===== src/rtl/lses_pkg.sv =====
`timescale 1ns / 1ps

package lses_pkg;

    // most writes that one item can cause
    localparam int RES_MAX = 16;

    // width of the shared adder
    localparam int ALU_W = 24;

    localparam logic [7:0] CIRCLE_ADD = 8'd2;

    // register indexes on the configuration channel
    localparam int CFG_IDX_W = 3;
    localparam logic [CFG_IDX_W-1:0] REG_ENABLE     = 3'd0;
    localparam logic [CFG_IDX_W-1:0] REG_EFFECT     = 3'd1;
    localparam logic [CFG_IDX_W-1:0] REG_SPEED      = 3'd2;
    localparam logic [CFG_IDX_W-1:0] REG_BASE_HUE   = 3'd3;
    localparam logic [CFG_IDX_W-1:0] REG_SATURATION = 3'd4;
    localparam logic [CFG_IDX_W-1:0] REG_BRIGHTNESS = 3'd5;
    localparam logic [CFG_IDX_W-1:0] REG_LED_FIRST  = 3'd6;
    localparam logic [CFG_IDX_W-1:0] REG_LED_COUNT  = 3'd7;

    // effect codes
    localparam logic [3:0] EFF_STATIC   = 4'd0;
    localparam logic [3:0] EFF_BLINK    = 4'd1;
    localparam logic [3:0] EFF_GRADIENT = 4'd2;
    localparam logic [3:0] EFF_RAINBOW  = 4'd3;
    localparam logic [3:0] EFF_RANDOM   = 4'd4;
    localparam logic [3:0] EFF_BREATH   = 4'd5;
    localparam logic [3:0] EFF_WIPE     = 4'd6;
    localparam logic [3:0] EFF_SCAN     = 4'd7;
    localparam logic [3:0] EFF_CIRCLE   = 4'd8;

    typedef struct packed {
        logic       enable;
        logic [3:0] effect;
        logic [7:0] speed;
        logic [7:0] base_hue;
        logic [7:0] saturation;
        logic [7:0] brightness;
        logic [7:0] led_first;
        logic [4:0] led_count;
    } cfg_t;

    localparam cfg_t CFG_RESET = '{
        enable:     1'b1,
        effect:     EFF_STATIC,
        speed:      8'd1,
        base_hue:   8'd0,
        saturation: 8'd255,
        brightness: 8'd255,
        led_first:  8'd0,
        led_count:  5'd16
    };

    typedef struct packed {
        logic [ALU_W-1:0] a;
        logic [ALU_W-1:0] b;
        logic             sub;
    } alu_req_t;

    typedef struct packed {
        logic [ALU_W-1:0] y;
        logic             cout;
    } alu_rsp_t;

    typedef struct packed {
        logic [7:0] led_index;
        logic [7:0] hue;
        logic [7:0] sat;
        logic [7:0] val;
        logic       last;
    } led_wr_t;

    // breathing brightness curve
    localparam logic [7:0] BREATH_CURVE [256] = '{
        8'h22, 8'h23, 8'h25, 8'h26, 8'h28, 8'h29, 8'h2A, 8'h2C,
        8'h2D, 8'h2F, 8'h30, 8'h32, 8'h33, 8'h35, 8'h36, 8'h38,
        8'h3A, 8'h3B, 8'h3D, 8'h3E, 8'h40, 8'h42, 8'h43, 8'h45,
        8'h47, 8'h49, 8'h4A, 8'h4C, 8'h4E, 8'h50, 8'h51, 8'h53,
        8'h55, 8'h57, 8'h59, 8'h5A, 8'h5C, 8'h5E, 8'h60, 8'h62,
        8'h64, 8'h66, 8'h68, 8'h69, 8'h6B, 8'h6D, 8'h6F, 8'h71,
        8'h73, 8'h75, 8'h77, 8'h79, 8'h7B, 8'h7D, 8'h7F, 8'h81,
        8'h83, 8'h85, 8'h87, 8'h89, 8'h8A, 8'h8C, 8'h8E, 8'h90,
        8'h92, 8'h94, 8'h96, 8'h98, 8'h9A, 8'h9C, 8'h9E, 8'h9F,
        8'hA1, 8'hA3, 8'hA5, 8'hA7, 8'hA8, 8'hAA, 8'hAC, 8'hAE,
        8'hAF, 8'hB1, 8'hB3, 8'hB4, 8'hB6, 8'hB8, 8'hB9, 8'hBB,
        8'hBC, 8'hBE, 8'hBF, 8'hC1, 8'hC2, 8'hC3, 8'hC5, 8'hC6,
        8'hC7, 8'hC9, 8'hCA, 8'hCB, 8'hCC, 8'hCD, 8'hCE, 8'hD0,
        8'hD1, 8'hD2, 8'hD2, 8'hD3, 8'hD4, 8'hD5, 8'hD6, 8'hD7,
        8'hD7, 8'hD8, 8'hD9, 8'hD9, 8'hDA, 8'hDA, 8'hDB, 8'hDB,
        8'hDB, 8'hDC, 8'hDC, 8'hDC, 8'hDC, 8'hDC, 8'hDD, 8'hDD,
        8'hDD, 8'hDD, 8'hDC, 8'hDC, 8'hDC, 8'hDC, 8'hDC, 8'hDB,
        8'hDB, 8'hDB, 8'hDA, 8'hDA, 8'hD9, 8'hD9, 8'hD8, 8'hD7,
        8'hD7, 8'hD6, 8'hD5, 8'hD4, 8'hD3, 8'hD2, 8'hD2, 8'hD1,
        8'hD0, 8'hCE, 8'hCD, 8'hCC, 8'hCB, 8'hCA, 8'hC9, 8'hC7,
        8'hC6, 8'hC5, 8'hC3, 8'hC2, 8'hC1, 8'hBF, 8'hBE, 8'hBC,
        8'hBB, 8'hB9, 8'hB8, 8'hB6, 8'hB4, 8'hB3, 8'hB1, 8'hAF,
        8'hAE, 8'hAC, 8'hAA, 8'hA8, 8'hA7, 8'hA5, 8'hA3, 8'hA1,
        8'h9F, 8'h9E, 8'h9C, 8'h9A, 8'h98, 8'h96, 8'h94, 8'h92,
        8'h90, 8'h8E, 8'h8C, 8'h8A, 8'h89, 8'h87, 8'h85, 8'h83,
        8'h81, 8'h7F, 8'h7D, 8'h7B, 8'h79, 8'h77, 8'h75, 8'h73,
        8'h71, 8'h6F, 8'h6D, 8'h6B, 8'h69, 8'h68, 8'h66, 8'h64,
        8'h62, 8'h60, 8'h5E, 8'h5C, 8'h5A, 8'h59, 8'h57, 8'h55,
        8'h53, 8'h51, 8'h50, 8'h4E, 8'h4C, 8'h4A, 8'h49, 8'h47,
        8'h45, 8'h43, 8'h42, 8'h40, 8'h3E, 8'h3D, 8'h3B, 8'h3A,
        8'h38, 8'h36, 8'h35, 8'h33, 8'h32, 8'h30, 8'h2F, 8'h2D,
        8'h2C, 8'h2A, 8'h29, 8'h28, 8'h26, 8'h25, 8'h23, 8'h22
    };

endpackage


===== src/rtl/lses_in_if.sv =====
`timescale 1ns / 1ps

// command items: timer tick or restart
interface lses_in_if;
    logic        valid;
    logic        ready;
    logic        mode;
    logic [15:0] ticks;
    logic [7:0]  random_hue;

    modport source (output valid, mode, ticks, random_hue, input ready);
    modport sink (input valid, mode, ticks, random_hue, output ready);
endinterface


===== src/rtl/lses_out_if.sv =====
`timescale 1ns / 1ps

// per-led colour write items
interface lses_out_if;
    logic       valid;
    logic       ready;
    logic [7:0] led_index;
    logic [7:0] hue;
    logic [7:0] sat;
    logic [7:0] val;
    logic       last;

    modport source (output valid, led_index, hue, sat, val, last, input ready);
    modport sink (input valid, led_index, hue, sat, val, last, output ready);
endinterface


===== src/rtl/lses_cfg_if.sv =====
`timescale 1ns / 1ps

// register write channel
interface lses_cfg_if;
    logic       valid;
    logic       ready;
    logic [2:0] index;
    logic [7:0] data;

    modport source (output valid, index, data, input ready);
    modport sink (input valid, index, data, output ready);
endinterface


===== src/rtl/lses_alu.sv =====
`timescale 1ns / 1ps

// shared add / subtract unit; cout high on subtract means a >= b
module lses_alu
    import lses_pkg::*;
(
    input  alu_req_t req,
    output alu_rsp_t rsp
);

    logic [ALU_W:0] sum;
    logic [ALU_W-1:0] b_op;

    assign b_op = req.sub ? ~req.b : req.b;
    assign sum  = {1'b0, req.a} + {1'b0, b_op} + {{ALU_W{1'b0}}, req.sub};

    assign rsp.y    = sum[ALU_W-1:0];
    assign rsp.cout = sum[ALU_W];

endmodule


===== src/rtl/lses_cfg_regs.sv =====
`timescale 1ns / 1ps

// configuration register file
module lses_cfg_regs
    import lses_pkg::*;
(
    input  logic       clk,
    input  logic       rst_n,
    lses_cfg_if.sink   cfg,
    output cfg_t       csr
);

    cfg_t cfg_reg;
    cfg_t cfg_next;

    assign cfg.ready = 1'b1;
    assign csr       = cfg_reg;

    always_comb
    begin
        cfg_next = cfg_reg;
        if (cfg.valid)
        begin
            case (cfg.index)
                REG_ENABLE:     cfg_next.enable     = cfg.data[0];
                REG_EFFECT:     cfg_next.effect     = cfg.data[3:0];
                REG_SPEED:      cfg_next.speed      = cfg.data;
                REG_BASE_HUE:   cfg_next.base_hue   = cfg.data;
                REG_SATURATION: cfg_next.saturation = cfg.data;
                REG_BRIGHTNESS: cfg_next.brightness = cfg.data;
                REG_LED_FIRST:  cfg_next.led_first  = cfg.data;
                REG_LED_COUNT:  cfg_next.led_count  = cfg.data[4:0];
                default:        cfg_next = cfg_reg;
            endcase
        end
    end

    always_ff @(posedge clk or negedge rst_n)
    begin
        if (!rst_n)
        begin
            cfg_reg <= CFG_RESET;
        end
        else
        begin
            cfg_reg <= cfg_next;
        end
    end

endmodule


===== src/rtl/lses_out_stage.sv =====
`timescale 1ns / 1ps

// output register between the sequencer and the write channel
module lses_out_stage
    import lses_pkg::*;
(
    input  logic        clk,
    input  logic        rst_n,
    input  logic        load,
    input  led_wr_t     wr,
    output logic        free,
    lses_out_if.source  led
);

    logic    valid_reg;
    led_wr_t data_reg;

    assign free = !valid_reg || led.ready;

    always_ff @(posedge clk or negedge rst_n)
    begin
        if (!rst_n)
        begin
            valid_reg <= 1'b0;
        end
        else if (free)
        begin
            valid_reg <= load;
        end
    end

    always_ff @(posedge clk)
    begin
        if (free && load)
        begin
            data_reg <= wr;
        end
    end

    assign led.valid     = valid_reg;
    assign led.led_index = data_reg.led_index;
    assign led.hue       = data_reg.hue;
    assign led.sat       = data_reg.sat;
    assign led.val       = data_reg.val;
    assign led.last      = data_reg.last;

endmodule


===== src/rtl/led_strip_effect_sequencer.sv =====
`timescale 1ns / 1ps

// LED strip effect sequencer: takes tick and restart items on cmd and sends HSV
// writes, one per LED, on led, the final write of an item flagged by last. Items
// run one at a time through a single shared 24-bit adder: an accepted item is
// taken in S_IDLE, then a tick with the block enabled and a timed effect forms
// the shift-add product elapsed * speed in S_MUL and compares it with the step
// delay, gradient and rainbow run the restoring divide for the hue spacing in
// S_DIV, S_STEP plans the step, and the writes leave from S_EMIT at one per
// cycle while led is ready. A restart of wipe or scan and a disabled tick write
// every LED off; a tick of a timed effect that falls short of the step delay,
// and any other item with no writes, go back to idle. The last write sits in an
// output register so the next item is taken while it waits. There is no clearing
// pass after reset. Configuration must be written only while no item is in
// flight; the block itself does not enforce this.

module led_strip_effect_sequencer
    import lses_pkg::*;
#(
    parameter int LED_COUNT  = 16,
    parameter int HUE_FULL   = 255,
    parameter int STEP_DELAY = 15000
)
(
    input  logic       clk,
    input  logic       rst_n,
    lses_in_if.sink    cmd,
    lses_out_if.source led,
    lses_cfg_if.sink   cfg
);

    // leds actually driven never exceed the result limit
    localparam int         MAX_N     = (LED_COUNT < RES_MAX) ? LED_COUNT : RES_MAX;
    localparam logic [4:0] MAX_N_W   = 5'(MAX_N);
    localparam logic [7:0] HUE_DVD   = 8'(HUE_FULL);
    localparam logic [ALU_W-1:0] DELAY_W = ALU_W'(STEP_DELAY);

    typedef enum logic [4:0] {
        S_IDLE = 5'b00001,
        S_MUL  = 5'b00010,
        S_DIV  = 5'b00100,
        S_STEP = 5'b01000,
        S_EMIT = 5'b10000
    } state_t;

    cfg_t     csr;
    alu_req_t alu_req;
    alu_rsp_t alu_rsp;
    led_wr_t  wr;
    logic     out_free;
    logic     out_load;

    // control state
    state_t     state_reg, state_next;
    logic [3:0] cnt_reg, cnt_next;
    logic [7:0] running_hue_reg, running_hue_next;
    logic [5:0] position_reg, position_next;
    logic       wipe_lit_reg, wipe_lit_next;
    logic [7:0] breath_index_reg, breath_index_next;
    logic [15:0] elapsed_reg, elapsed_next;
    logic [4:0] em_left_reg, em_left_next;

    // datapath registers
    logic [ALU_W-1:0] acc_reg, acc_next;
    logic [ALU_W-1:0] mcand_reg, mcand_next;
    logic [7:0] mplier_reg, mplier_next;
    logic [4:0] rem_reg, rem_next;
    logic [7:0] dvd_reg, dvd_next;
    logic [7:0] q_reg, q_next;
    logic [7:0] rnd_reg, rnd_next;
    logic [3:0] em_pos_reg, em_pos_next;
    logic [3:0] em_pos2_reg, em_pos2_next;
    logic [7:0] em_hue_reg, em_hue_next;
    logic [7:0] em_step_reg, em_step_next;
    logic [7:0] em_sat_reg, em_sat_next;
    logic [7:0] em_val_reg, em_val_next;
    logic       em_off_reg, em_off_next;
    logic       em_scan_reg, em_scan_next;

    // derived values
    logic [4:0]  n_used;
    logic [16:0] el_sum;
    logic [15:0] el_sat;
    logic [3:0]  pos_cl;
    logic [4:0]  pos_inc;
    logic        pos_wrap;
    logic [3:0]  pos_prev;

    lses_cfg_regs u_cfg_regs (
        .clk   (clk),
        .rst_n (rst_n),
        .cfg   (cfg),
        .csr   (csr)
    );

    lses_alu u_alu (
        .req (alu_req),
        .rsp (alu_rsp)
    );

    lses_out_stage u_out_stage (
        .clk   (clk),
        .rst_n (rst_n),
        .load  (out_load),
        .wr    (wr),
        .free  (out_free),
        .led   (led)
    );

    assign cmd.ready = (state_reg == S_IDLE);

    // led count clamped to 1 .. MAX_N
    assign n_used = (csr.led_count == 5'd0) ? 5'd1 :
                    (csr.led_count > MAX_N_W) ? MAX_N_W : csr.led_count;

    // saturating elapsed accumulation
    assign el_sum = {1'b0, elapsed_reg} + {1'b0, cmd.ticks};
    assign el_sat = el_sum[16] ? 16'hFFFF : el_sum[15:0];

    // wipe / scan position, off the strip reads as zero
    assign pos_cl   = (position_reg >= 6'(n_used)) ? 4'd0 : position_reg[3:0];
    assign pos_inc  = {1'b0, pos_cl} + 5'd1;
    assign pos_wrap = (pos_inc == n_used);
    assign pos_prev = (pos_cl == 4'd0) ? 4'(n_used - 5'd1) : (pos_cl - 4'd1);

    // operand select for the shared adder
    always_comb
    begin
        alu_req = '0;
        case (state_reg)
            S_MUL:
            begin
                alu_req.a = acc_reg;
                if (cnt_reg[3])
                begin
                    // product vs step delay
                    alu_req.b   = DELAY_W;
                    alu_req.sub = 1'b1;
                end
                else
                begin
                    alu_req.b = mcand_reg;
                end
            end
            S_DIV:
            begin
                alu_req.a   = {{(ALU_W-6){1'b0}}, rem_reg, dvd_reg[7]};
                alu_req.b   = {{(ALU_W-5){1'b0}}, n_used};
                alu_req.sub = 1'b1;
            end
            S_EMIT:
            begin
                // hue of the next gradient led
                alu_req.a = {{(ALU_W-8){1'b0}}, em_hue_reg};
                alu_req.b = {{(ALU_W-8){1'b0}}, em_step_reg};
            end
            default:
            begin
                alu_req = '0;
            end
        endcase
    end

    // sequencer
    always_comb
    begin
        state_next        = state_reg;
        cnt_next          = cnt_reg;
        running_hue_next  = running_hue_reg;
        position_next     = position_reg;
        wipe_lit_next     = wipe_lit_reg;
        breath_index_next = breath_index_reg;
        elapsed_next      = elapsed_reg;
        em_left_next      = em_left_reg;
        acc_next          = acc_reg;
        mcand_next        = mcand_reg;
        mplier_next       = mplier_reg;
        rem_next          = rem_reg;
        dvd_next          = dvd_reg;
        q_next            = q_reg;
        rnd_next          = rnd_reg;
        em_pos_next       = em_pos_reg;
        em_pos2_next      = em_pos2_reg;
        em_hue_next       = em_hue_reg;
        em_step_next      = em_step_reg;
        em_sat_next       = em_sat_reg;
        em_val_next       = em_val_reg;
        em_off_next       = em_off_reg;
        em_scan_next      = em_scan_reg;

        case (state_reg)
            S_IDLE:
            begin
                if (cmd.valid)
                begin
                    elapsed_next = el_sat;
                    rnd_next     = cmd.random_hue;
                    acc_next     = '0;
                    mcand_next   = {{(ALU_W-16){1'b0}}, el_sat};
                    mplier_next  = csr.speed;
                    rem_next     = '0;
                    dvd_next     = HUE_DVD;
                    cnt_next     = '0;
                    // default plan: every led off
                    em_pos_next  = '0;
                    em_left_next = n_used;
                    em_step_next = '0;
                    em_off_next  = 1'b1;
                    em_scan_next = 1'b0;
                    em_hue_next  = running_hue_reg;
                    em_sat_next  = csr.saturation;
                    em_val_next  = csr.brightness;

                    if (cmd.mode)
                    begin
                        // restart, acts even when disabled
                        running_hue_next = csr.base_hue;
                        if (csr.effect == EFF_WIPE)
                        begin
                            wipe_lit_next = 1'b1;
                            position_next = '0;
                            state_next    = S_EMIT;
                        end
                        else if (csr.effect == EFF_SCAN)
                        begin
                            position_next = '0;
                            state_next    = S_EMIT;
                        end
                    end
                    else if (!csr.enable)
                    begin
                        state_next = S_EMIT;
                    end
                    else if (csr.effect == EFF_STATIC)
                    begin
                        state_next = S_STEP;
                    end
                    else if (csr.effect == EFF_GRADIENT)
                    begin
                        state_next = S_DIV;
                    end
                    else if (csr.effect <= EFF_CIRCLE)
                    begin
                        state_next = S_MUL;
                    end
                end
            end

            S_MUL:
            begin
                if (!cnt_reg[3])
                begin
                    // one multiplier bit per cycle
                    if (mplier_reg[0])
                    begin
                        acc_next = alu_rsp.y;
                    end
                    mcand_next  = {mcand_reg[ALU_W-2:0], 1'b0};
                    mplier_next = {1'b0, mplier_reg[7:1]};
                    cnt_next    = cnt_reg + 4'd1;
                end
                else
                begin
                    cnt_next = '0;
                    if (alu_rsp.cout)
                    begin
                        state_next = (csr.effect == EFF_RAINBOW) ? S_DIV : S_STEP;
                    end
                    else
                    begin
                        state_next = S_IDLE;
                    end
                end
            end

            S_DIV:
            begin
                // restoring divide, one quotient bit per cycle
                if (alu_rsp.cout)
                begin
                    rem_next = alu_rsp.y[4:0];
                end
                else
                begin
                    rem_next = {rem_reg[3:0], dvd_reg[7]};
                end
                q_next   = {q_reg[6:0], alu_rsp.cout};
                dvd_next = {dvd_reg[6:0], 1'b0};
                cnt_next = cnt_reg + 4'd1;
                if (cnt_reg[2:0] == 3'd7)
                begin
                    cnt_next   = '0;
                    state_next = S_STEP;
                end
            end

            S_STEP:
            begin
                elapsed_next = '0;
                state_next   = S_EMIT;
                em_off_next  = 1'b0;
                case (csr.effect)
                    EFF_STATIC:
                    begin
                        em_off_next = 1'b0;
                    end
                    EFF_BLINK:
                    begin
                        em_off_next   = !position_reg[0];
                        position_next = position_reg + 6'd1;
                    end
                    EFF_GRADIENT:
                    begin
                        em_step_next = q_reg;
                    end
                    EFF_RAINBOW:
                    begin
                        em_step_next     = q_reg;
                        running_hue_next = running_hue_reg + 8'd1;
                    end
                    EFF_RANDOM:
                    begin
                        em_hue_next = rnd_reg;
                    end
                    EFF_BREATH:
                    begin
                        em_val_next       = BREATH_CURVE[breath_index_reg];
                        breath_index_next = breath_index_reg + 8'd1;
                    end
                    EFF_WIPE:
                    begin
                        em_left_next = 5'd1;
                        em_pos_next  = pos_cl;
                        em_off_next  = !wipe_lit_reg;
                        if (pos_wrap)
                        begin
                            position_next    = '0;
                            wipe_lit_next    = !wipe_lit_reg;
                            running_hue_next = running_hue_reg + 8'd1;
                        end
                        else
                        begin
                            position_next = 6'(pos_inc);
                        end
                    end
                    EFF_SCAN:
                    begin
                        // previous led off, then current led lit
                        em_left_next = 5'd2;
                        em_pos_next  = pos_prev;
                        em_pos2_next = pos_cl;
                        em_off_next  = 1'b1;
                        em_scan_next = 1'b1;
                        if (pos_wrap)
                        begin
                            position_next    = '0;
                            running_hue_next = running_hue_reg + 8'd1;
                        end
                        else
                        begin
                            position_next = 6'(pos_inc);
                        end
                    end
                    EFF_CIRCLE:
                    begin
                        running_hue_next = running_hue_reg + CIRCLE_ADD;
                    end
                    default:
                    begin
                        em_off_next = 1'b0;
                    end
                endcase
            end

            S_EMIT:
            begin
                if (out_free)
                begin
                    em_left_next = em_left_reg - 5'd1;
                    if (em_scan_reg)
                    begin
                        em_pos_next  = em_pos2_reg;
                        em_off_next  = 1'b0;
                        em_scan_next = 1'b0;
                    end
                    else
                    begin
                        em_pos_next = em_pos_reg + 4'd1;
                        em_hue_next = alu_rsp.y[7:0];
                    end
                    if (em_left_reg == 5'd1)
                    begin
                        state_next = S_IDLE;
                    end
                end
            end

            default:
            begin
                state_next = S_IDLE;
            end
        endcase
    end

    // write going into the output register
    assign out_load     = (state_reg == S_EMIT);
    assign wr.led_index = {4'd0, em_pos_reg} + csr.led_first;
    assign wr.hue       = em_off_reg ? 8'd0 : em_hue_reg;
    assign wr.sat       = em_off_reg ? 8'd0 : em_sat_reg;
    assign wr.val       = em_off_reg ? 8'd0 : em_val_reg;
    assign wr.last      = (em_left_reg == 5'd1);

    always_ff @(posedge clk or negedge rst_n)
    begin
        if (!rst_n)
        begin
            state_reg        <= S_IDLE;
            cnt_reg          <= '0;
            running_hue_reg  <= '0;
            position_reg     <= '0;
            wipe_lit_reg     <= 1'b1;
            breath_index_reg <= '0;
            elapsed_reg      <= '0;
            em_left_reg      <= '0;
        end
        else
        begin
            state_reg        <= state_next;
            cnt_reg          <= cnt_next;
            running_hue_reg  <= running_hue_next;
            position_reg     <= position_next;
            wipe_lit_reg     <= wipe_lit_next;
            breath_index_reg <= breath_index_next;
            elapsed_reg      <= elapsed_next;
            em_left_reg      <= em_left_next;
        end
    end

    always_ff @(posedge clk)
    begin
        acc_reg     <= acc_next;
        mcand_reg   <= mcand_next;
        mplier_reg  <= mplier_next;
        rem_reg     <= rem_next;
        dvd_reg     <= dvd_next;
        q_reg       <= q_next;
        rnd_reg     <= rnd_next;
        em_pos_reg  <= em_pos_next;
        em_pos2_reg <= em_pos2_next;
        em_hue_reg  <= em_hue_next;
        em_step_reg <= em_step_next;
        em_sat_reg  <= em_sat_next;
        em_val_reg  <= em_val_next;
        em_off_reg  <= em_off_next;
        em_scan_reg <= em_scan_next;
    end

endmodule


===== src/flat_wrapper.sv =====
// flat-port wrapper written by rule: the top's interface ports become plain ports
module led_strip_effect_sequencer_flat import lses_pkg::*;
#(
    parameter int LED_COUNT  = 16,
    parameter int HUE_FULL   = 255,
    parameter int STEP_DELAY = 15000
)
  (clk, rst_n, cmd_valid, cmd_mode, cmd_ticks, cmd_random_hue, cmd_ready, led_valid, led_led_index, led_hue, led_sat, led_val, led_last, led_ready, cfg_valid, cfg_index, cfg_data, cfg_ready);
  lses_in_if cmd_i ();
  lses_out_if led_i ();
  lses_cfg_if cfg_i ();
  input  logic clk;
  input  logic rst_n;
  input wire logic [$bits(cmd_i.valid)-1:0] cmd_valid;
  input wire logic [$bits(cmd_i.mode)-1:0] cmd_mode;
  input wire logic [$bits(cmd_i.ticks)-1:0] cmd_ticks;
  input wire logic [$bits(cmd_i.random_hue)-1:0] cmd_random_hue;
  output wire logic [$bits(cmd_i.ready)-1:0] cmd_ready;
  output wire logic [$bits(led_i.valid)-1:0] led_valid;
  output wire logic [$bits(led_i.led_index)-1:0] led_led_index;
  output wire logic [$bits(led_i.hue)-1:0] led_hue;
  output wire logic [$bits(led_i.sat)-1:0] led_sat;
  output wire logic [$bits(led_i.val)-1:0] led_val;
  output wire logic [$bits(led_i.last)-1:0] led_last;
  input wire logic [$bits(led_i.ready)-1:0] led_ready;
  input wire logic [$bits(cfg_i.valid)-1:0] cfg_valid;
  input wire logic [$bits(cfg_i.index)-1:0] cfg_index;
  input wire logic [$bits(cfg_i.data)-1:0] cfg_data;
  output wire logic [$bits(cfg_i.ready)-1:0] cfg_ready;
  assign cmd_i.valid = cmd_valid;
  assign cmd_i.mode = cmd_mode;
  assign cmd_i.ticks = cmd_ticks;
  assign cmd_i.random_hue = cmd_random_hue;
  assign cmd_ready = cmd_i.ready;
  assign led_valid = led_i.valid;
  assign led_led_index = led_i.led_index;
  assign led_hue = led_i.hue;
  assign led_sat = led_i.sat;
  assign led_val = led_i.val;
  assign led_last = led_i.last;
  assign led_i.ready = led_ready;
  assign cfg_i.valid = cfg_valid;
  assign cfg_i.index = cfg_index;
  assign cfg_i.data = cfg_data;
  assign cfg_ready = cfg_i.ready;
  led_strip_effect_sequencer #(.LED_COUNT(LED_COUNT), .HUE_FULL(HUE_FULL), .STEP_DELAY(STEP_DELAY)) u_core (.clk(clk), .rst_n(rst_n), .cmd(cmd_i), .led(led_i), .cfg(cfg_i));
endmodule

===== config.mk =====
export PLATFORM = sky130hd
export DESIGN_NAME = led_strip_effect_sequencer_flat
export DESIGN_NICKNAME = d
export VERILOG_FILES = /design/src/rtl/lses_pkg.sv /design/src/rtl/lses_in_if.sv /design/src/rtl/lses_out_if.sv /design/src/rtl/lses_cfg_if.sv /design/src/rtl/lses_alu.sv /design/src/rtl/lses_cfg_regs.sv /design/src/rtl/lses_out_stage.sv /design/src/rtl/led_strip_effect_sequencer.sv /design/src/flat_wrapper.sv
export SDC_FILE = /design/constraint.sdc
export NUM_CORES = 1
export LEC_CHECK = 0
export ABC_AREA = 0
export BUFFER_PORTS_ARGS = -buffer_cell sky130_fd_sc_hd__buf_2
export CAP_MARGIN = 0
export CORE_ASPECT_RATIO = 0.6
export CORE_MARGIN = 5
export CORE_UTILIZATION = 40
export CTS_CLUSTER_SIZE = 40
export DETAILED_ROUTE_END_ITERATION = 8
export GPL_ROUTABILITY_DRIVEN = 0
export MAX_ROUTING_LAYER = met4
export PLACE_DENSITY_LB_ADDON = 0.2
export SLEW_MARGIN = 20
export SYNTH_ARGS = -nofsm -noshare
export SYNTH_HDL_FRONTEND = slang
export SYNTH_SLANG_ARGS = --single-unit

===== constraint.sdc =====
create_clock -name clk -period 5.2 [get_ports clk]
set_input_delay 0.26 -clock clk [delete_from_list [all_inputs] [get_ports clk]]
set_output_delay 0.26 -clock clk [all_outputs]
set_load 0.05 [all_outputs]

Word level (Yosys, flattened, before mapping)
Memory sizes are Yosys's and may differ from the RTL's.
Cells that the tools add are included.
{ "classes": {"addsub": 14, "mul": 0, "n_div": 0, "magnitude_cmp": 4, "n_eq_ne": 47, "shifts": 0, "mux": 94, "n_bitwise": 2, "reduce_logical": 42} }
{ "ops": {"columns": ["operator", "n"], "rows": [
  ["2-to-1 mux 24 bit", 7],
  ["one-hot mux 48 bit (3 select lines)", 1],
  ["2-to-1 mux 8 bit", 16],
  ["2-to-1 mux 5 bit", 20],
  ["one-hot mux 24 bit (2 select lines)", 2],
  ["one-hot mux 8 bit (2 select lines)", 5],
  ["one-hot mux 8 bit (3 select lines)", 2],
  ["2-to-1 mux 16 bit", 2],
  ["2-to-1 mux 4 bit", 8],
  ["one-hot mux 16 bit (2 select lines)", 1],
  ["AND reduction 2 bit", 14],
  ["adder 24 x 24 -> 25 bit", 1],
  ["adder 25 x 1 -> 25 bit", 1],
  ["one-hot mux 5 bit (5 select lines)", 1],
  ["2-to-1 mux 6 bit", 4],
  ["NOT 24 bit", 1],
  ["one-hot mux 4 bit (3 select lines)", 2],
  ["one-hot mux 6 bit (2 select lines)", 2],
  ["!= test 2 x 1 -> 1 bit (second input constant)", 10],
  ["one-hot mux 5 bit (2 select lines)", 2],
  ["adder 16 x 16 -> 17 bit", 1],
  ["adder 8 x 1 -> 8 bit (second input constant)", 2],
  ["== test 4 x 3 -> 1 bit (second input constant)", 4],
  ["AND reduction 4 bit", 4],
  ["49 further kinds", 90]
]} }
{ "word_totals": {"reg_bits": 264, "latch_bits": 0, "ramBits": 0, "mem_bits_ro": 2048, "word_cells": 241, "mem_count": 1} }
{ "mem_list": {"columns": ["memory", "depth", "width", "read_ports", "rd_clocked_by_memory_dff", "write_ports", "line", "rtl"], "rows": [
  ["(no name shown)", 256, 8, 1, 0, 0, "led_strip_effect_sequencer.sv:327", "em_val_next = BREATH_CURVE[breath_index_reg];"]
]} }

Depth between registers and ports, before layout
Gate-level depths: netlist of run 1.
{ "logic_depth": {"word_depth": 11, "ltp_mapped": 17, "ltp_nobuf": 15} }

Cells and area by module
Synthesis of run 1 repeated with hierarchy kept, for this count alone.
{ "hier_totals": {"cells_unflattened": 1672, "hier_area_um2": 16678.5} }
{ "modules_own_cells": {"columns": ["module", "n_inst", "cells_each", "area_each_um2", "seq_area_each_um2"], "rows": [
  ["led_strip_effect_sequencer", 1, 1310, 11956.5, 5142.4],
  ["lses_cfg_regs", 1, 116, 2093.3, 1275.0],
  ["lses_alu", 1, 209, 1584.0, 0.0],
  ["lses_out_stage", 1, 37, 1044.8, 1016.0]
]} }

Least setup slack after synthesis of run 1
No wires, ideal clock.
{ "synth_timing": {"path_type": "reg-to-reg", "startpoint": "reg u_core.state_reg[2]", "endpoint": "reg u_core.mcand_reg[0], enable pin", "setup_time_ps": 466, "arrival_ps": 3577, "slack_ps": 1157, "path_stages_with_launch": 6, "path_buffers": 2, "period_less_slack_ps": 4043, "path_cell_list": "dfrtp_1 -> nor3b_1 -> clkbuf_1 -> nand2_1 -> clkbuf_1 -> o21ai_0"} }
{ "synth_between": {"elab_chain_len": 3} }
{ "synth_rtl": {"columns": ["element", "line", "rtl"], "rows": [
  ["start, declared", "led_strip_effect_sequencer.sv:54", "state_t state_reg, state_next;"],
  ["start signal, assigned", "led_strip_effect_sequencer.sv:428", "state_reg <= state_next;"],
  ["== test 5 x 2 -> 1 bit / == test 5 x 1 -> 1 bit (equally long branches)", "led_strip_effect_sequencer.sv:191", "case (state_reg)"],
  ["!= test 2 bit (no line) / nonzero test 2 bit (equally long branches)", null, null],
  ["AND reduction 3 bit (no line) *", null, null],
  ["end signal, assigned", "led_strip_effect_sequencer.sv:442", "mcand_reg <= mcand_next;"],
  ["end, declared", "led_strip_effect_sequencer.sv:65", "logic [ALU_W-1:0] mcand_reg, mcand_next;"]
]} }
Mark *: on every way between the ends. The rest lies on a longest branch, timed or not.
A chain may end at the register's enable or synchronous reset.

Worst setup path in the final report of run 1
{ "layout_timing": {"startpoint": "reg u_core.state_reg[1]", "endpoint": "reg u_core.rem_reg[3], data pin"} }
{ "layout_between": {"elab_chain_len": 8} }
{ "layout_rtl": {"columns": ["element", "line", "rtl"], "rows": [
  ["== test 5 bit, or another cell as far along", "led_strip_effect_sequencer.sv:130", "case (state_reg)"],
  ["one-hot mux 48 bit (3 select lines)", "led_strip_effect_sequencer.sv:130", null],
  ["NOT 24 bit", "lses_alu.sv:14", "assign b_op = req.sub ? ~req.b : req.b;"],
  ["2-to-1 mux 24 bit", "lses_alu.sv:14", null],
  ["adder 24 x 24 -> 25 bit", "lses_alu.sv:15", "assign sum = {1'b0, req.a} + {1'b0, b_op} + {{ALU_W{1'b0}}, req.sub};"],
  ["adder 25 x 1 -> 25 bit", "lses_alu.sv:15", null],
  ["2-to-1 mux 5 bit", "led_strip_effect_sequencer.sv:279", "if (alu_rsp.cout)"],
  ["one-hot mux 5 bit (2 select lines) *", "led_strip_effect_sequencer.sv:191", null],
  ["end signal, assigned", "led_strip_effect_sequencer.sv:444", "rem_reg <= rem_next;"],
  ["end, declared", "led_strip_effect_sequencer.sv:67", "logic [4:0] rem_reg, rem_next;"]
]} }
Marks and branches as above.

==> results.yml, run 1 <==
outcome:
  outcome: "completed"
synthesis:
  yosysMostFrequentCell: "edfxtp_1"
  netlist_top_cells_count: "edfxtp_1 (160), nand2_1 (149), o21ai_0 (138)"
  synth-seq-area-share_pct: 46.3
  synth-xor-area-share_pct: 2.73
  yosys.area.top_type_share_pct: 29.9
  synth_mux_area_share_pct: 5.65
  synthesis.instances: 1634
  synth-seq-cells: 264
  yosys.area.top_type: "edfxtp_1"
  synth_top_family_by_area: "compound AO/OA/AOI/OAI gates"
  ys.flop_type: "edfxtp_1"
  synth-edff-count: 160
  synthAdderAreaFrac_pct: 6.37
  ys_types: 92
  ys_warn_count: 0
  syn_area_um2: 16100
  synth_compound_area_share_pct: 18.2
  synthSimpleGateAreaFrac_pct: 17.0
  synth.avg_cell_area_um2: 9.83
  syn-num-nets: 1755
  yosys-top-cells-area: "edfxtp_1 (30%), dfrtp_1 (13%), ha_1 (6.0%)"
  ys_async_sr_fraction_pct: 39.4
placement:
  io_buffers: 75
  dp_hpwl_um: 33200
  dp.cells: 2160
grt:
  grt_pass1_wl_um: 71900
  grt_antenna_before_repair: 1
  gr-total-overflow: 0
  grt_pass1_vias: 12100
  grt_max_degree: 64
  grt_use_total_pct: 21.1
final_layout:
  final_cells: 2218
  nNetsFinal: 1797
  area_delta_synth_final_pct: 11.9
  antennaDiodeCount: 0
  largest_reg_flops: 50
  layout-drive-gt1-share_pct: 15.9
routing:
  drc_errors: 0
  avgRoutedWirePerCell_um: 20.8
  ant_nets: 0
  initialDrtViolationCount: 1269
  drt-total-wl_um: 46200
  num_vias: 12900
  vias_per_cell: 5.84
  dr.pass1.iters: 6
floorplan:
  rows: 56
  start_util_pct: 40.8
  dieArea_um2: 44400
  fp.coreArea_um2: 39400
  die_x_um: 269
  top_level_ports: 77
  die_h_um: 165
cts:
  cts_max_level: 1
  clkSinkCount: 264
  cts_tree: "built"
  cts_max_path_buffers: 3
  clkLatencyLatePin_ns: 0.55
  cts-root-buf: "clkbuf_16"
  cts_made_buffers: 27
  clkTransAtPathRegs_ns: 0.06
worst_setup_path:
  slowest_delay_ns: 0.49
  crit_type: "register to register"
  crit_family: "simple AND/OR/NAND/NOR gates"
  startpoint: "u_core.state_reg[1]$_DFFE_PN0P_"
  crit_arrival_ns: 4.95
  reg2reg_from: "u_core.state_reg[1]$_DFFE_PN0P_"
  critPathMaxFanout: 14
  crit_path_end_kind: "register"
  start_kind: "register"
  slowest_stage: "fa_1"
  required_ns: 5.59
  crit_chain: "or3_4, nor3b_4, buf_4, nand2_1, nand3_1, o21ai_0, fa_1, nand3b_1, a21boi_0, o2111ai_1, nand3_1, a31oi_1, o21ai_0, buf_4, mux2_2, nor2_1"
  path_buf_inv: 2
timing:
  setup_tns_ns: 0
  max_clock_freq_ghz: 0.219
  finalMaxSlewViolations: 0
  relSlewSlack_pct: 29.1
  skew_ns: 0.0121
  fin_crit_sh_pct: 87.7
  hold_violations: 0
  fin_hold_ws_ns: 0.0312
  tightest_slew_ns: 1.06
  min_period_ns: 4.56
  rsz0062_at_grt: "no"
  finalSetupViolCount: 0
pwr:
  leakage_nw: 7.20
  power_density_nw_per_um2: 464
  ir_worst_vdd_v: 0.000250
job:
  max-cap-violations: 0
hold_path:
  hold_start: "led_ready"
  hold_path_class: "input pin to register"
-- power by group --
group,switching [mW],internal [mW],total [mW]
combinational,1.80,1.02,2.82
sequential,0.443,2.98,3.42
clock,0.896,1.21,2.10
-- worst min-delay path, stage by stage --
cell and delay [ns]:
buf_2 0.09, nand2b_1 0.12, nand2_1 0.06
-- stage by stage --
| step | power (mW) | worst slack [ns] | area (um2) | utilization, % |
|---|---|---|---|---|
| 5_1_grt | 8.83 | 0.289 | 18000 | 45.6 |
| 6_report | 8.34 | 0.639 | 18000 | 45.6 |
| 4_1_cts | 8.37 | 0.678 | 18000 | 45.6 |
| 3_3_place_gp | 6.20 | 0.891 | 16900 | 43.0 |
| 3_5_place_dp | 6.23 | 0.715 | 16900 | 43.0 |
| 2_1_floorplan | 5.33 | 1.16 | 16100 | - |
-- final timing paths --
| kind | slack (ns) | cells after the start | end |
|---|---|---|---|
| min in group asynchronous | 0.30 | 2 | u_core.u_out_stage.led.valid$_DFFE_PN0P_ |
| worst max-delay path | 0.64 | 16 | u_core.rem_reg[3]$_SDFFCE_PP0P_ |
| worst max register to register | 0.64 | 16 | u_core.rem_reg[3]$_SDFFCE_PP0P_ |
| worst min-delay path | 0.03 | 3 | u_core.u_out_stage.led.valid$_DFFE_PN0P_ |
| max in group asynchronous | 3.63 | 3 | u_core.elapsed_reg[9]$_DFFE_PN0P_ |
| worst min register to register | 0.45 | 0 | u_core.q_reg[2]$_DFFE_PN_ |
-- area by class of cell --
cell class	count	area, um2
well taps	522	653
repair buffers	113	686
inverters	56	210
multi-input cells	1214	8050
fillers	3758	21400
flip-flops and latches	264	7430
clock inverters	18	223
clock buffers	31	722
-- kinds of logic after synthesis --
group / Yosys count
compound gates: 459
xor+xnor: 50
fa+ha+maj: 80
buf+inv: 156
flops: 264
mux: 70
other cells: 1
simple gates: 554
-- cell usage in the layout, fill, tap and decap left out, types with 39 or more instances in the layout --
cell and n:
mux2_2 52, o21ai_0 136, buf_2 74, inv_1 51
dfrtp_1 83, a21oi_1 111, nand2_1 148, ha_1 77
nor2b_1 39, nand3_1 50, nor2_1 135, edfxtp_1 160
-- layer usage --
layer / GRT usage [%] / vias up / share of wire (%)
li1: - / 6099 / -
met1: 33.6 / 6273 / 51
met2: 26.6 / 524 / 38
met3: 6.04 / 48 / 11
met4: 3.26 / 0 / 1.3
met5: - / - / 0
-- what timing repair did --
action                    4_1_cts  5_1_grt
hold endpoints to repair       56        0
buffers inserted                0        0
hold buffers                    9        0
gates resized for setup         0        0
(Power assumes the default switching activity.)
==> run 2, diff against run 1 <==
--- a/config.mk
+++ b/config.mk
@@ -16,6 +16,7 @@
 export GPL_ROUTABILITY_DRIVEN = 0
 export MAX_ROUTING_LAYER = met4
 export PLACE_DENSITY_LB_ADDON = 0.2
+export RECOVER_POWER = 25
 export SLEW_MARGIN = 20
 export SYNTH_ARGS = -nofsm -noshare
 export SYNTH_HDL_FRONTEND = slang
==> results.yml, run 2 (same netlist as run 1, synthesis figures left out) <==
placement:
  place_area_um2: 16900
  dp_hpwl_um: 33200
  io_buffers: 75
  dpl_worst_slack_ns: 0.715
job:
  max-cap-violations: 1
pwr:
  power_density_nw_per_um2: 465
  power.share.clock_pct: 25.3
  p_sw_mw: 3.15
  comb_power_share_pct: 33.7
  leakage_nw: 7.15
  ir_worst_vdd_v: 0.000250
  p_int_mw: 5.19
  seq_power_share_pct: 41.0
  sw_frac_of_total_pct: 37.8
timing:
  rsz0062_at_grt: "no"
  relSlewSlack_pct: -112
  finalMaxSlewViolations: 53
  fin_ws_ns: 0.624
  hold_violations: 0
  max_clock_freq_ghz: 0.219
  finalSetupViolCount: 0
  skew_ns: 0.0125
  setup_tns_ns: 0
  fin_crit_sh_pct: 88.0
  tightest_slew_ns: 3.18
  min_period_ns: 4.58
worst_setup_path:
  start_kind: "register"
  reg2reg_from: "u_core.u_cfg_regs.csr[4]$_DFFE_PN1P_"
  crit_type: "register to register"
  path_buf_inv: 2
  crit_chain: "inv_1, o21a_1, ha_1, nand2b_1, a31oi_1, o21a_1, nand2_1, inv_1, ha_1, xor2_1, or2_2, a311oi_4, nand2b_1, o21ai_0"
  slowest_stage: "a311oi_4"
  critPathMaxFanout: 16
  r2r_cells: 14
  startpoint: "u_core.u_cfg_regs.csr[4]$_DFFE_PN1P_"
  crit_family: "compound AO/OA/AOI/OAI gates"
  slowest_delay_ns: 0.79
  crit_path_end_kind: "register"
  crit_cells: 14
  required_ns: 5.62
  crit_arrival_ns: 5.00
hold_path:
  hold_depth: 3
  hold_path_class: "input pin to register"
  hold_start: "led_ready"
routing:
  drt-total-wl_um: 46200
  ant_nets: 0
  dr.pass1.iters: 6
  initialDrtViolationCount: 1385
  vias_per_cell: 5.84
  drc_errors: 0
  num_vias: 13000
  avgRoutedWirePerCell_um: 20.8
final_layout:
  antennaDiodeCount: 0
  largest_reg_flops: 50
  nNetsFinal: 1797
  area_delta_synth_final_pct: 11.7
  layout_common_cells: "edfxtp_1 (160), nand2_1 (148), o21ai_0 (136), nor2_1 (135), a21oi_1 (111)"
  layout-drive-gt1-share_pct: 14.6
  mostFrequentLayoutCell: "edfxtp_1"
  design_area_um2: 17900
cts:
  cts_made_buffers: 27
  clkLatencyLatePin_ns: 0.55
  cts_max_path_buffers: 3
  clkSinkCount: 264
  cts-root-buf: "clkbuf_16"
  cts_tree: "built"
  cts_max_level: 1
  clkTransAtPathRegs_ns: 0.07
  cts_setup_buffers: 0
floorplan:
  fp.coreArea_um2: 39400
  dieArea_um2: 44400
  die_h_um: 165
  start_util_pct: 40.8
  rows: 56
  top_level_ports: 77
  die_x_um: 269
outcome:
  violations: "capacitance limit, slew limit"
  outcome: "finished with violations"
grt:
  grt_pass1_wl_um: 71900
  grt_use_total_pct: 21.1
  grt_antenna_before_repair: 1
  grt_max_degree: 64
  grt_pass1_vias: 12100
  gr-total-overflow: 0
run 2: timing repair:
item	CTS	global route
hold buffers	9	0
gates resized for setup	0	0
endpoints found under the hold margin	56	0
run 2: worst paths after layout:
kind / end / slack [ns]
worst max-delay path: u_core.running_hue_reg[5]$_DFFE_PN0P_ / 0.62
worst min-delay path: u_core.u_out_stage.led.valid$_DFFE_PN0P_ / 0.03
worst max register to register: u_core.running_hue_reg[5]$_DFFE_PN0P_ / 0.62
worst min register to register: u_core.q_reg[2]$_DFFE_PN_ / 0.45
max in group asynchronous: u_core.elapsed_reg[9]$_DFFE_PN0P_ / 1.80
min in group asynchronous: u_core.u_out_stage.led.valid$_DFFE_PN0P_ / 1.30
run 2: routing by layer:
metal  global-route usage, %  part of all wire (%)
met1                    33.6                    51
met2                    26.6                    37
met3                    6.04                    10
met4                    3.26                   1.3
met5                       -                     0
run 2: power groups by stage:
stage / registers, mW / clock network (mW) / logic (mW)
floorplan: 3.43 / 0 / 1.89
global placement: 3.44 / 0 / 2.76
finish: 3.42 / 2.11 / 2.81
global route: 3.48 / 2.23 / 3.11
CTS: 3.41 / 2.15 / 2.81
detailed placement: 3.44 / 0 / 2.79
run 2: per-stage QoR:
stage                     util (%)  hold slack, ns  std cells  total power [mW]
after global placement        43.0           0.358       2160              6.20
final                         45.6          0.0283       2218              8.34
after floorplan                  -         -0.0356       1634              5.33
after global routing          45.6          0.0300       2218              8.82
after detailed placement      43.0           0.365       2160              6.23
after CTS                     45.6        0.000744       2218              8.37
run 2: cell type report:
| cell class | count | area [um2] |
|---|---|---|
| fillers | 3765 | 21400 |
| multi-input cells | 1214 | 8040 |
| flip-flops and latches | 264 | 7430 |
| clock buffers | 31 | 722 |
| repair buffers | 113 | 657 |
| well taps | 522 | 653 |
| clock inverters | 18 | 223 |
| inverters | 56 | 210 |
run 2: worst reg2reg max path, stage by stage (launching register included):
cell	delay, ns
dfstp_1	0.70
inv_1	0.15
o21a_1	0.28
ha_1	0.33
nand2b_1	0.16
a31oi_1	0.26
o21a_1	0.30
nand2_1	0.16
inv_1	0.15
ha_1	0.26
xor2_1	0.12
or2_2	0.33
a311oi_4	0.79
nand2b_1	0.33
o21ai_0	0.13
